File: src/design/tcss_pkg.sv
// shared types and codes for the tcp connection state step block
package tcss_pkg;

   typedef enum logic [3:0] {
      ST_CLOSED      = 4'd0,
      ST_LISTEN      = 4'd1,
      ST_SYN_RECV    = 4'd2,
      ST_SYN_SENT    = 4'd3,
      ST_ESTABLISHED = 4'd4,
      ST_CLOSE_WAIT  = 4'd5,
      ST_LAST_ACK    = 4'd6,
      ST_FIN_WAIT_1  = 4'd7,
      ST_FIN_WAIT_2  = 4'd8,
      ST_CLOSING     = 4'd9,
      ST_TIME_WAIT   = 4'd10
   } conn_state_type;

   typedef enum logic [1:0] {
      RP_NONE   = 2'd0,
      RP_RESET  = 2'd1,
      RP_ACK    = 2'd2,
      RP_SYNACK = 2'd3
   } reply_type;

   typedef enum logic [2:0] {
      EV_NONE      = 3'd0,
      EV_CONNECTED = 3'd1,
      EV_SPAWN     = 3'd2,
      EV_ACCEPT    = 3'd3,
      EV_TIMEWAIT  = 3'd4,
      EV_RESET     = 3'd5
   } event_type;

   typedef enum logic [0:0] {
      OP_SEGMENT   = 1'b0,
      OP_SET_STATE = 1'b1
   } op_type;

   // flag bit positions
   localparam int unsigned FL_FIN = 0;
   localparam int unsigned FL_SYN = 1;
   localparam int unsigned FL_RST = 2;
   localparam int unsigned FL_ACK = 4;

   localparam logic [5:0] FLAGS_ACK_ONLY = 6'b01_0000;

   typedef struct packed {
      logic        op;
      logic [3:0]  new_state;
      logic [31:0] seg_seq;
      logic [31:0] seg_seq_end;
      logic [31:0] seg_ack;
      logic [5:0]  seg_flags;
      logic [31:0] send_next;
      logic [15:0] recv_window;
   } req_type;

   typedef struct packed {
      conn_state_type conn_state;
      logic [31:0]    recv_next;
      logic [31:0]    send_unacked;
   } conn_type;

   typedef struct packed {
      conn_state_type conn_state;
      reply_type      reply_kind;
      logic           segment_dropped;
      event_type      event_kind;
      logic [31:0]    recv_next_out;
      logic [31:0]    send_unacked_out;
   } rsp_type;

endpackage

File: src/design/tcss_if.sv
// request and result channel interfaces of the tcp connection state step block
interface tcss_req_if;
   logic        valid;
   logic        ready;
   logic        op;
   logic [3:0]  new_state;
   logic [31:0] seg_seq;
   logic [31:0] seg_seq_end;
   logic [31:0] seg_ack;
   logic [5:0]  seg_flags;
   logic [31:0] send_next;
   logic [15:0] recv_window;

   modport source (
      output valid, op, new_state, seg_seq, seg_seq_end, seg_ack, seg_flags,
             send_next, recv_window,
      input  ready
   );
   modport sink (
      input  valid, op, new_state, seg_seq, seg_seq_end, seg_ack, seg_flags,
             send_next, recv_window,
      output ready
   );
endinterface

interface tcss_rsp_if;
   logic        valid;
   logic        ready;
   logic [3:0]  conn_state;
   logic [1:0]  reply_kind;
   logic        segment_dropped;
   logic [2:0]  event_kind;
   logic [31:0] recv_next_out;
   logic [31:0] send_unacked_out;

   modport source (
      output valid, conn_state, reply_kind, segment_dropped, event_kind,
             recv_next_out, send_unacked_out,
      input  ready
   );
   modport sink (
      input  valid, conn_state, reply_kind, segment_dropped, event_kind,
             recv_next_out, send_unacked_out,
      output ready
   );
endinterface

File: src/design/tcp_connection_state_step_top.sv
// top level of the tcp connection state step block: input register, step, result register
//
// one tcp connection: each request beat is either an incoming segment header
// (op 0) or a state load from the application (op 1); each request beat gives
// exactly one result beat with the new state, the reply to send, the drop flag,
// an event and the receive-next and send-unacknowledged pointers
// channels: req_bus (sink) and rsp_bus (source), valid/ready, a beat moves on
// a rising edge with valid and ready both high
// path: a request beat is held in the input register, then the step logic writes
// the result register and the connection state together once the result slot is free
// throughput: one beat per cycle while rsp_bus.ready keeps the result slot free;
// the state update loops through the step logic with no register but the state
// itself, so back-to-back segments see each other's state
// reset (synchronous, active high): state CLOSED, both pointers zero, both
// pipeline stages empty
// stall: while rsp_bus.ready is low the result register holds; the input
// register still fills, and only then does req_bus.ready drop
module tcp_connection_state_step_top (
   input  logic        clock,
   input  logic        reset,
   tcss_req_if.sink    req_bus,
   tcss_rsp_if.source  rsp_bus
);

   // input register
   logic              s1_valid_ff;
   logic              s1_valid_in;
   tcss_pkg::req_type s1_req_ff;
   tcss_pkg::req_type s1_req_in;

   // connection state
   tcss_pkg::conn_type conn_ff;
   tcss_pkg::conn_type conn_in;
   tcss_pkg::conn_type conn_step;

   // result register
   logic              rsp_valid_ff;
   logic              rsp_valid_in;
   tcss_pkg::rsp_type rsp_ff;
   tcss_pkg::rsp_type rsp_in;
   tcss_pkg::rsp_type rsp_step;

   logic req_take;
   logic s1_advance;
   logic rsp_free;

   // result slot frees when empty or being taken
   assign rsp_free      = !rsp_valid_ff || rsp_bus.ready;
   assign s1_advance    = s1_valid_ff && rsp_free;
   assign req_bus.ready = !s1_valid_ff || rsp_free;
   assign req_take      = req_bus.valid && req_bus.ready;

   always_comb begin
      s1_req_in.op          = req_bus.op;
      s1_req_in.new_state   = req_bus.new_state;
      s1_req_in.seg_seq     = req_bus.seg_seq;
      s1_req_in.seg_seq_end = req_bus.seg_seq_end;
      s1_req_in.seg_ack     = req_bus.seg_ack;
      s1_req_in.seg_flags   = req_bus.seg_flags;
      s1_req_in.send_next   = req_bus.send_next;
      s1_req_in.recv_window = req_bus.recv_window;
   end

   assign s1_valid_in = req_take || (s1_valid_ff && !s1_advance);

   tcss_step u_step (
      .req       (s1_req_ff),
      .conn      (conn_ff),
      .conn_next (conn_step),
      .rsp       (rsp_step)
   );

   // state and result commit together when the held beat moves on
   assign conn_in      = s1_advance ? conn_step : conn_ff;
   assign rsp_in       = s1_advance ? rsp_step : rsp_ff;
   assign rsp_valid_in = s1_advance || (rsp_valid_ff && !rsp_bus.ready);

   always_ff @(posedge clock) begin
      if (reset) begin
         s1_valid_ff          <= 1'b0;
         rsp_valid_ff         <= 1'b0;
         conn_ff.conn_state   <= tcss_pkg::ST_CLOSED;
         conn_ff.recv_next    <= 32'd0;
         conn_ff.send_unacked <= 32'd0;
      end else begin
         s1_valid_ff  <= s1_valid_in;
         rsp_valid_ff <= rsp_valid_in;
         conn_ff      <= conn_in;
      end
   end

   // payload registers, no reset
   always_ff @(posedge clock) begin
      if (req_take) begin
         s1_req_ff <= s1_req_in;
      end
      rsp_ff <= rsp_in;
   end

   assign rsp_bus.valid            = rsp_valid_ff;
   assign rsp_bus.conn_state       = rsp_ff.conn_state;
   assign rsp_bus.reply_kind       = rsp_ff.reply_kind;
   assign rsp_bus.segment_dropped  = rsp_ff.segment_dropped;
   assign rsp_bus.event_kind       = rsp_ff.event_kind;
   assign rsp_bus.recv_next_out    = rsp_ff.recv_next_out;
   assign rsp_bus.send_unacked_out = rsp_ff.send_unacked_out;

   // a beat leaving the input register always lands in the result register
   a_advance_lands: assert property (@(posedge clock) disable iff (reset)
      s1_advance |=> rsp_valid_ff)
      else $error("input beat advanced but no result was registered");

   // a dropped segment carries no reply and no event
   a_drop_quiet: assert property (@(posedge clock) disable iff (reset)
      (rsp_valid_ff && rsp_ff.segment_dropped) |->
         (rsp_ff.reply_kind == tcss_pkg::RP_NONE && rsp_ff.event_kind == tcss_pkg::EV_NONE))
      else $error("dropped segment reported a reply or event");

   // a spawn leaves the listener in place and answers with syn plus ack
   a_spawn_listen: assert property (@(posedge clock) disable iff (reset)
      (rsp_valid_ff && rsp_ff.event_kind == tcss_pkg::EV_SPAWN) |->
         (rsp_ff.conn_state == tcss_pkg::ST_LISTEN && rsp_ff.reply_kind == tcss_pkg::RP_SYNACK))
      else $error("spawn event without listen state and syn-ack reply");

   // the connection state only changes when a beat is stepped
   a_state_hold: assert property (@(posedge clock) disable iff (reset)
      !s1_advance |=> $stable(conn_ff))
      else $error("connection state changed without a stepped beat");

endmodule

File: src/design/tcss_step.sv
// combinational connection state step for one request beat
module tcss_step (
   input  tcss_pkg::req_type  req,
   input  tcss_pkg::conn_type conn,
   output tcss_pkg::conn_type conn_next,
   output tcss_pkg::rsp_type  rsp
);

   logic [31:0] win;
   logic [31:0] rcv_end;
   logic [31:0] seq_diff;
   logic [31:0] end_diff;
   logic        in_window;
   logic [31:0] seq_plus1;
   logic        ack_match;
   tcss_pkg::reply_type reply;
   tcss_pkg::event_type evt;
   logic        dropped;

   // window check, modulo 2^32
   assign win       = (req.recv_window > 16'd1) ? {16'd0, req.recv_window} : 32'd1;
   assign rcv_end   = conn.recv_next + win;
   assign seq_diff  = req.seg_seq - rcv_end;
   assign end_diff  = req.seg_seq_end - conn.recv_next;
   assign in_window = seq_diff[31] && !end_diff[31];
   assign seq_plus1 = req.seg_seq + 32'd1;
   assign ack_match = (req.seg_ack == req.send_next);

   always_comb begin
      conn_next = conn;
      reply     = tcss_pkg::RP_NONE;
      evt       = tcss_pkg::EV_NONE;
      dropped   = 1'b0;
      if (req.op == tcss_pkg::OP_SET_STATE) begin
         if (req.new_state <= tcss_pkg::ST_TIME_WAIT) begin
            conn_next.conn_state = tcss_pkg::conn_state_type'(req.new_state);
         end
      end else begin
         case (conn.conn_state)
            tcss_pkg::ST_CLOSED: begin
               reply = tcss_pkg::RP_RESET;
            end
            tcss_pkg::ST_LISTEN: begin
               reply = tcss_pkg::RP_SYNACK;
               evt   = tcss_pkg::EV_SPAWN;
            end
            tcss_pkg::ST_SYN_SENT: begin
               if (req.seg_flags[tcss_pkg::FL_SYN] && req.seg_flags[tcss_pkg::FL_ACK]) begin
                  conn_next.recv_next    = seq_plus1;
                  conn_next.send_unacked = req.seg_ack;
                  conn_next.conn_state   = tcss_pkg::ST_ESTABLISHED;
                  reply = tcss_pkg::RP_ACK;
                  evt   = tcss_pkg::EV_CONNECTED;
               end else begin
                  reply = tcss_pkg::RP_RESET;
               end
            end
            default: begin
               if (!in_window) begin
                  dropped = 1'b1;
               end else if (req.seg_flags[tcss_pkg::FL_RST]) begin
                  conn_next.conn_state = tcss_pkg::ST_CLOSED;
                  evt = tcss_pkg::EV_RESET;
               end else if (req.seg_flags[tcss_pkg::FL_SYN]) begin
                  conn_next.conn_state = tcss_pkg::ST_CLOSED;
                  reply = tcss_pkg::RP_RESET;
               end else if (!req.seg_flags[tcss_pkg::FL_ACK]) begin
                  reply = tcss_pkg::RP_RESET;
               end else begin
                  conn_next.send_unacked = req.seg_ack;
                  conn_next.recv_next    = req.seg_seq_end;
                  case (conn.conn_state)
                     tcss_pkg::ST_SYN_RECV: begin
                        if (ack_match) begin
                           conn_next.conn_state = tcss_pkg::ST_ESTABLISHED;
                           evt = tcss_pkg::EV_ACCEPT;
                        end
                     end
                     tcss_pkg::ST_FIN_WAIT_1: begin
                        if (ack_match) begin
                           conn_next.conn_state = tcss_pkg::ST_FIN_WAIT_2;
                        end
                     end
                     tcss_pkg::ST_FIN_WAIT_2: begin
                        if (req.seg_flags[tcss_pkg::FL_FIN]) begin
                           conn_next.recv_next  = seq_plus1;
                           conn_next.conn_state = tcss_pkg::ST_TIME_WAIT;
                           evt   = tcss_pkg::EV_TIMEWAIT;
                           reply = tcss_pkg::RP_ACK;
                        end
                     end
                     tcss_pkg::ST_ESTABLISHED: begin
                        if (req.seg_flags[tcss_pkg::FL_FIN]) begin
                           conn_next.recv_next  = seq_plus1;
                           conn_next.conn_state = tcss_pkg::ST_CLOSE_WAIT;
                           reply = tcss_pkg::RP_ACK;
                        end
                        if (req.seg_flags == tcss_pkg::FLAGS_ACK_ONLY) begin
                           reply = tcss_pkg::RP_ACK;
                        end
                     end
                     tcss_pkg::ST_LAST_ACK: begin
                        if (ack_match) begin
                           conn_next.conn_state = tcss_pkg::ST_CLOSED;
                        end
                     end
                     default: begin
                        // pointers only
                     end
                  endcase
               end
            end
         endcase
      end
   end

   always_comb begin
      rsp.conn_state       = conn_next.conn_state;
      rsp.reply_kind       = reply;
      rsp.segment_dropped  = dropped;
      rsp.event_kind       = evt;
      rsp.recv_next_out    = (evt == tcss_pkg::EV_SPAWN) ? req.seg_seq_end
                                                         : conn_next.recv_next;
      rsp.send_unacked_out = conn_next.send_unacked;
   end

endmodule

File: src/flat_wrapper.sv
// flat-port wrapper written by rule: the top's interface ports become plain ports
module tcp_connection_state_step_top_flat 
  (clock, reset, req_bus_valid, req_bus_op, req_bus_new_state, req_bus_seg_seq, req_bus_seg_seq_end, req_bus_seg_ack, req_bus_seg_flags, req_bus_send_next, req_bus_recv_window, req_bus_ready, rsp_bus_valid, rsp_bus_conn_state, rsp_bus_reply_kind, rsp_bus_segment_dropped, rsp_bus_event_kind, rsp_bus_recv_next_out, rsp_bus_send_unacked_out, rsp_bus_ready);
  tcss_req_if req_bus_i ();
  tcss_rsp_if rsp_bus_i ();
  input  logic clock;
  input  logic reset;
  input wire logic [$bits(req_bus_i.valid)-1:0] req_bus_valid;
  input wire logic [$bits(req_bus_i.op)-1:0] req_bus_op;
  input wire logic [$bits(req_bus_i.new_state)-1:0] req_bus_new_state;
  input wire logic [$bits(req_bus_i.seg_seq)-1:0] req_bus_seg_seq;
  input wire logic [$bits(req_bus_i.seg_seq_end)-1:0] req_bus_seg_seq_end;
  input wire logic [$bits(req_bus_i.seg_ack)-1:0] req_bus_seg_ack;
  input wire logic [$bits(req_bus_i.seg_flags)-1:0] req_bus_seg_flags;
  input wire logic [$bits(req_bus_i.send_next)-1:0] req_bus_send_next;
  input wire logic [$bits(req_bus_i.recv_window)-1:0] req_bus_recv_window;
  output wire logic [$bits(req_bus_i.ready)-1:0] req_bus_ready;
  output wire logic [$bits(rsp_bus_i.valid)-1:0] rsp_bus_valid;
  output wire logic [$bits(rsp_bus_i.conn_state)-1:0] rsp_bus_conn_state;
  output wire logic [$bits(rsp_bus_i.reply_kind)-1:0] rsp_bus_reply_kind;
  output wire logic [$bits(rsp_bus_i.segment_dropped)-1:0] rsp_bus_segment_dropped;
  output wire logic [$bits(rsp_bus_i.event_kind)-1:0] rsp_bus_event_kind;
  output wire logic [$bits(rsp_bus_i.recv_next_out)-1:0] rsp_bus_recv_next_out;
  output wire logic [$bits(rsp_bus_i.send_unacked_out)-1:0] rsp_bus_send_unacked_out;
  input wire logic [$bits(rsp_bus_i.ready)-1:0] rsp_bus_ready;
  assign req_bus_i.valid = req_bus_valid;
  assign req_bus_i.op = req_bus_op;
  assign req_bus_i.new_state = req_bus_new_state;
  assign req_bus_i.seg_seq = req_bus_seg_seq;
  assign req_bus_i.seg_seq_end = req_bus_seg_seq_end;
  assign req_bus_i.seg_ack = req_bus_seg_ack;
  assign req_bus_i.seg_flags = req_bus_seg_flags;
  assign req_bus_i.send_next = req_bus_send_next;
  assign req_bus_i.recv_window = req_bus_recv_window;
  assign req_bus_ready = req_bus_i.ready;
  assign rsp_bus_valid = rsp_bus_i.valid;
  assign rsp_bus_conn_state = rsp_bus_i.conn_state;
  assign rsp_bus_reply_kind = rsp_bus_i.reply_kind;
  assign rsp_bus_segment_dropped = rsp_bus_i.segment_dropped;
  assign rsp_bus_event_kind = rsp_bus_i.event_kind;
  assign rsp_bus_recv_next_out = rsp_bus_i.recv_next_out;
  assign rsp_bus_send_unacked_out = rsp_bus_i.send_unacked_out;
  assign rsp_bus_i.ready = rsp_bus_ready;
  tcp_connection_state_step_top u_core (.clock(clock), .reset(reset), .req_bus(req_bus_i), .rsp_bus(rsp_bus_i));
endmodule
File: config.mk
export PLATFORM = sky130hd
export DESIGN_NAME = tcp_connection_state_step_top_flat
export DESIGN_NICKNAME = d
export VERILOG_FILES = /design/src/design/tcss_pkg.sv /design/src/design/tcss_if.sv /design/src/design/tcp_connection_state_step_top.sv /design/src/design/tcss_step.sv /design/src/flat_wrapper.sv
export SDC_FILE = /design/constraint.sdc
export NUM_CORES = 1
export LEC_CHECK = 0
export BUFFER_PORTS_ARGS = -buffer_cell sky130_fd_sc_hd__buf_2
export CAP_MARGIN = 0
export CELL_PAD_IN_SITES_DETAIL_PLACEMENT = 2
export CELL_PAD_IN_SITES_GLOBAL_PLACEMENT = 2
export CORE_MARGIN = 4
export CORE_UTILIZATION = 38
export DETAILED_ROUTE_END_ITERATION = 7
export GPL_TIMING_DRIVEN = 0
export PLACE_DENSITY = 0.79
export SYNTH_ARGS = -nofsm -noshare
export SYNTH_HDL_FRONTEND = slang
export SYNTH_SLANG_ARGS = --single-unit
File: constraint.sdc
create_clock -name clock -period 6.4 [get_ports clock]
set_input_delay 0.64 -clock clock [delete_from_list [all_inputs] [get_ports clock]]
set_output_delay 0.64 -clock clock [all_outputs]
set_load 0.02 [all_outputs]
==> flow_metrics.env <==
export IMPL_post_synth_num_cell_types=79
export IMPL_routed_wl_um=60220
export IMPL_cap_viol_max_count=0
export IMPL_fillerInstances=4097
export IMPL_antenna_found_initial=9
export IMPL_nNetsFinal=1860
export IMPL_met2_usage=0.4757
export IMPL_setup_worst_path_start_class="flip-flop"
export IMPL_postCtsSetupBuffers=0
export IMPL_busiest_layer="met2"
export IMPL_critPathCaptureType="flip-flop"
export IMPL_ir_drop_uv=217.5
export IMPL_layout_common_cells="buf_2, edfxtp_1, inv_1, nand2_1, ha_1"
export IMPL_avgSynthCellArea_um2=11.44
export IMPL_power_leakage_nw=7.154
export IMPL_r2r_cells=15
export IMPL_path_clk_slew_ns=0.06
export IMPL_power_density_nw_per_um2=283.9
export IMPL_slowest_stage="nor4_1"
export IMPL_p_sw_mw=1.505
export IMPL_intPower_mw=3.720
export IMPL_ctsHoldBuffers=0
export IMPL_drive_gt1_frac=0.2167
export IMPL_ys_top_cells_by_area="edfxtp_1, dfxtp_1, ha_1"
export IMPL_final_antenna_net_count=0
export IMPL_core_area_um2=39730
export IMPL_fin_skew_ns=0.03841
export IMPL_cts_resized=0
export IMPL_ys_flop_type="edfxtp_1"
export IMPL_routabilityCongestion=0.9166
export IMPL_worst_hold_slack_ns=0.2338
export IMPL_grt_ovfl_total=0
export IMPL_use_met3=0.05896
export IMPL_clk_latency_ns=0.59
export IMPL_synth_cells=1333
export IMPL_worstPathMaxFanout=10
export IMPL_drt_iter0_markers=892
export IMPL_cp_required_ns=6.71
export IMPL_die_w_um=208.3
export IMPL_grt_max_degree=65
export IMPL_synth_nets=1584
export IMPL_rsz0062_at_grt="no"
export IMPL_area_delta_synth_final_pct=20.71
export IMPL_place_ws_ns=1.140
export IMPL_cts_sinks=299
export IMPL_cts_tree="built"
export IMPL_detail_route_wl_per_cell_um=27.80
export IMPL_synthArstFlopShare=0
export IMPL_yosysTopAreaCellShare=0.4511
export IMPL_tightest_slew_ns=1.026
export IMPL_htree_num_levels=2
export IMPL_p_sw_frac=0.2880
export IMPL_synth_warnings=0
export IMPL_port_buffers=234
export IMPL_hp_class="in2reg"
export IMPL_period_share=0.8402
export IMPL_ys_seq_elements=299
export IMPL_p_comb_frac=0.147
export IMPL_hpwl_um=42960
export IMPL_seq_area_frac_synth=0.5430
export IMPL_pwr_share_seq=0.438
export IMPL_final_util=0.4631
export IMPL_crit_chain="nor4_1 -> a41oi_1 -> ha_1 -> a21o_1 -> ha_1 -> a211oi_1 -> o21ai_1 -> a221o_1 -> o21ai_2 -> a211oi_4 -> a211oi_4 -> buf_6 -> buf_2 -> a31oi_1 -> a31oi_1"
export IMPL_hold_viol_final=0
export IMPL_place_area_um2=17150
export IMPL_min_period_ns=5.378
export IMPL_numCtsBuffers=37
export IMPL_syn_area_um2=15240
export IMPL_vias=12470
export IMPL_yosys_area_top_type="edfxtp_1"
export IMPL_cts_root_buf="clkbuf_16"
export IMPL_hold_depth=1
export IMPL_layout_commonest_cell="buf_2"
export IMPL_clock_path_buffers=3
export IMPL_start_util=0.3837
export IMPL_fmax_mhz=186.0
export IMPL_arrival_ns=5.68
export IMPL_first_global_vias=13740
export IMPL_critical_path_class="reg2reg"
export IMPL_dieArea_um2=43390
export IMPL_io_pins=235
export IMPL_finalSetupViolCount=0
export IMPL_status="completed"
export IMPL_drc=0
export IMPL_synth_edf_count=229
export IMPL_rows=73
export IMPL_layout_setup_ws_ns=1.022
export IMPL_use_met1=0.3281
export IMPL_slew_viol_final=0
export IMPL_grt_usage=0.2697
export IMPL_maxSlewHeadroom=0.3159
export IMPL_slowest_delay_ns=0.60
export IMPL_p_clk_frac=0.415
export IMPL_fin_area_um2=18400
export IMPL_die_height_um=208.3
export IMPL_dr_pass1_iters=5
export IMPL_viasPerCell=5.755
export IMPL_grt_first_pass_wirelength_um=88870
==> synth_stat cells (all sizes together), types with 15 or more instances <==
master and n:
a211oi 21, a21o 15, a21oi 74, a22o 38, a31oi 21, buf 21, clkbuf 47, dfxtp 70
edfxtp 229, ha 78, inv 111, mux2 34, nand2 94, nand3 38, nand4 19, nor2 69
nor3 32, nor4 18, o21ai 61, xnor2 24, xor2 43
==> critical path, delay by kind of cell, from the launching register on <==
kind                       cells  cell delay, ns
buffers and inverters          2            0.57
AOI/OAI and AO/OA             10            2.88
DFF                            1            0.42
adders and majority gates      2            0.63
and+or+nand+nor                1            0.60
==> cell type report <==
class                   count  area [um^2]  share of cell area
multi-input cells         854         6222              0.3381
clock buffers              50         1015             0.05514
well taps                 525        656.9             0.03570
clock inverters            18        225.2             0.01224
diodes                      3        7.507           0.0004080
inverters                 112        420.4             0.02285
plain buffers              68        330.3             0.01795
flip-flops and latches    299         8278              0.4499
repair buffers            237         1246             0.06772
==> power by group through the flow <==
stage	Clock, mW	Combinational [mW]	Sequential, mW
after floorplan	0	0.409	2.34
after global placement	0	0.704	2.33
after detailed placement	0	0.751	2.32
after CTS	2.21	0.764	2.29
after global routing	2.29	0.829	2.30
final	2.17	0.769	2.29
==> through the flow <==
step,setup TNS (ns),std cells,power [mW]
2_1_floorplan,0,1333,2.746
4_1_cts,0,2163,5.266
5_1_grt,0,2163,5.417
3_5_place_dp,0,2095,3.074
3_3_place_gp,-15.36,2092,3.037
6_report,0,2166,5.224
==> worst paths after layout <==
kind	startpoint	to	slack, ns
hold reg to reg	u_core.conn_ff[9]	u_core.conn_ff[9]	0.49
setup reg to reg	u_core.s1_req_ff[14]	u_core.rsp_bus.recv_next_out[21]	1.02
setup / recovery	u_core.s1_req_ff[14]	u_core.rsp_bus.recv_next_out[21]	1.02
hold / removal	req_bus_seg_seq_end[2]	u_core.s1_req_ff[88]	0.23
==> logic make-up (layout without fill, tap and decap cells) <==
group | Yosys count | in the layout | synth area share
simple gates | 319 | 319 | 0.1028
compound gates | 335 | 335 | 0.1545
xor+xnor | 67 | 67 | 0.03849
buf+inv | 180 | 485 | 0.04900
other cells | 0 | 3 | 0
fa+ha+maj | 92 | 92 | 0.08240
mux | 41 | 41 | 0.02971
flops | 299 | 299 | 0.5430
==> per-layer routing <==
layer	vias up	wire length (um)
met5	-	66
met4	12	2004
met3	127	3759
met2	430	30220
met1	6369	24180
li1	5528	-
==> registers in the layout, indices dropped and copies added, names as in the netlist <==
register / cells
u_core.s1_valid_ff: 1
u_core.rsp_bus.event_kind: 3
u_core.rsp_bus.send_unacked_out: 32
u_core.rsp_bus.segment_dropped: 1
u_core.rsp_bus.valid: 1
u_core.rsp_bus.recv_next_out: 32
u_core.s1_req_ff: 155
u_core.conn_ff: 68
u_core.rsp_bus.reply_kind: 2
u_core.rsp_bus.conn_state: 4
Note: power is estimated with default switching activity, not from simulation.
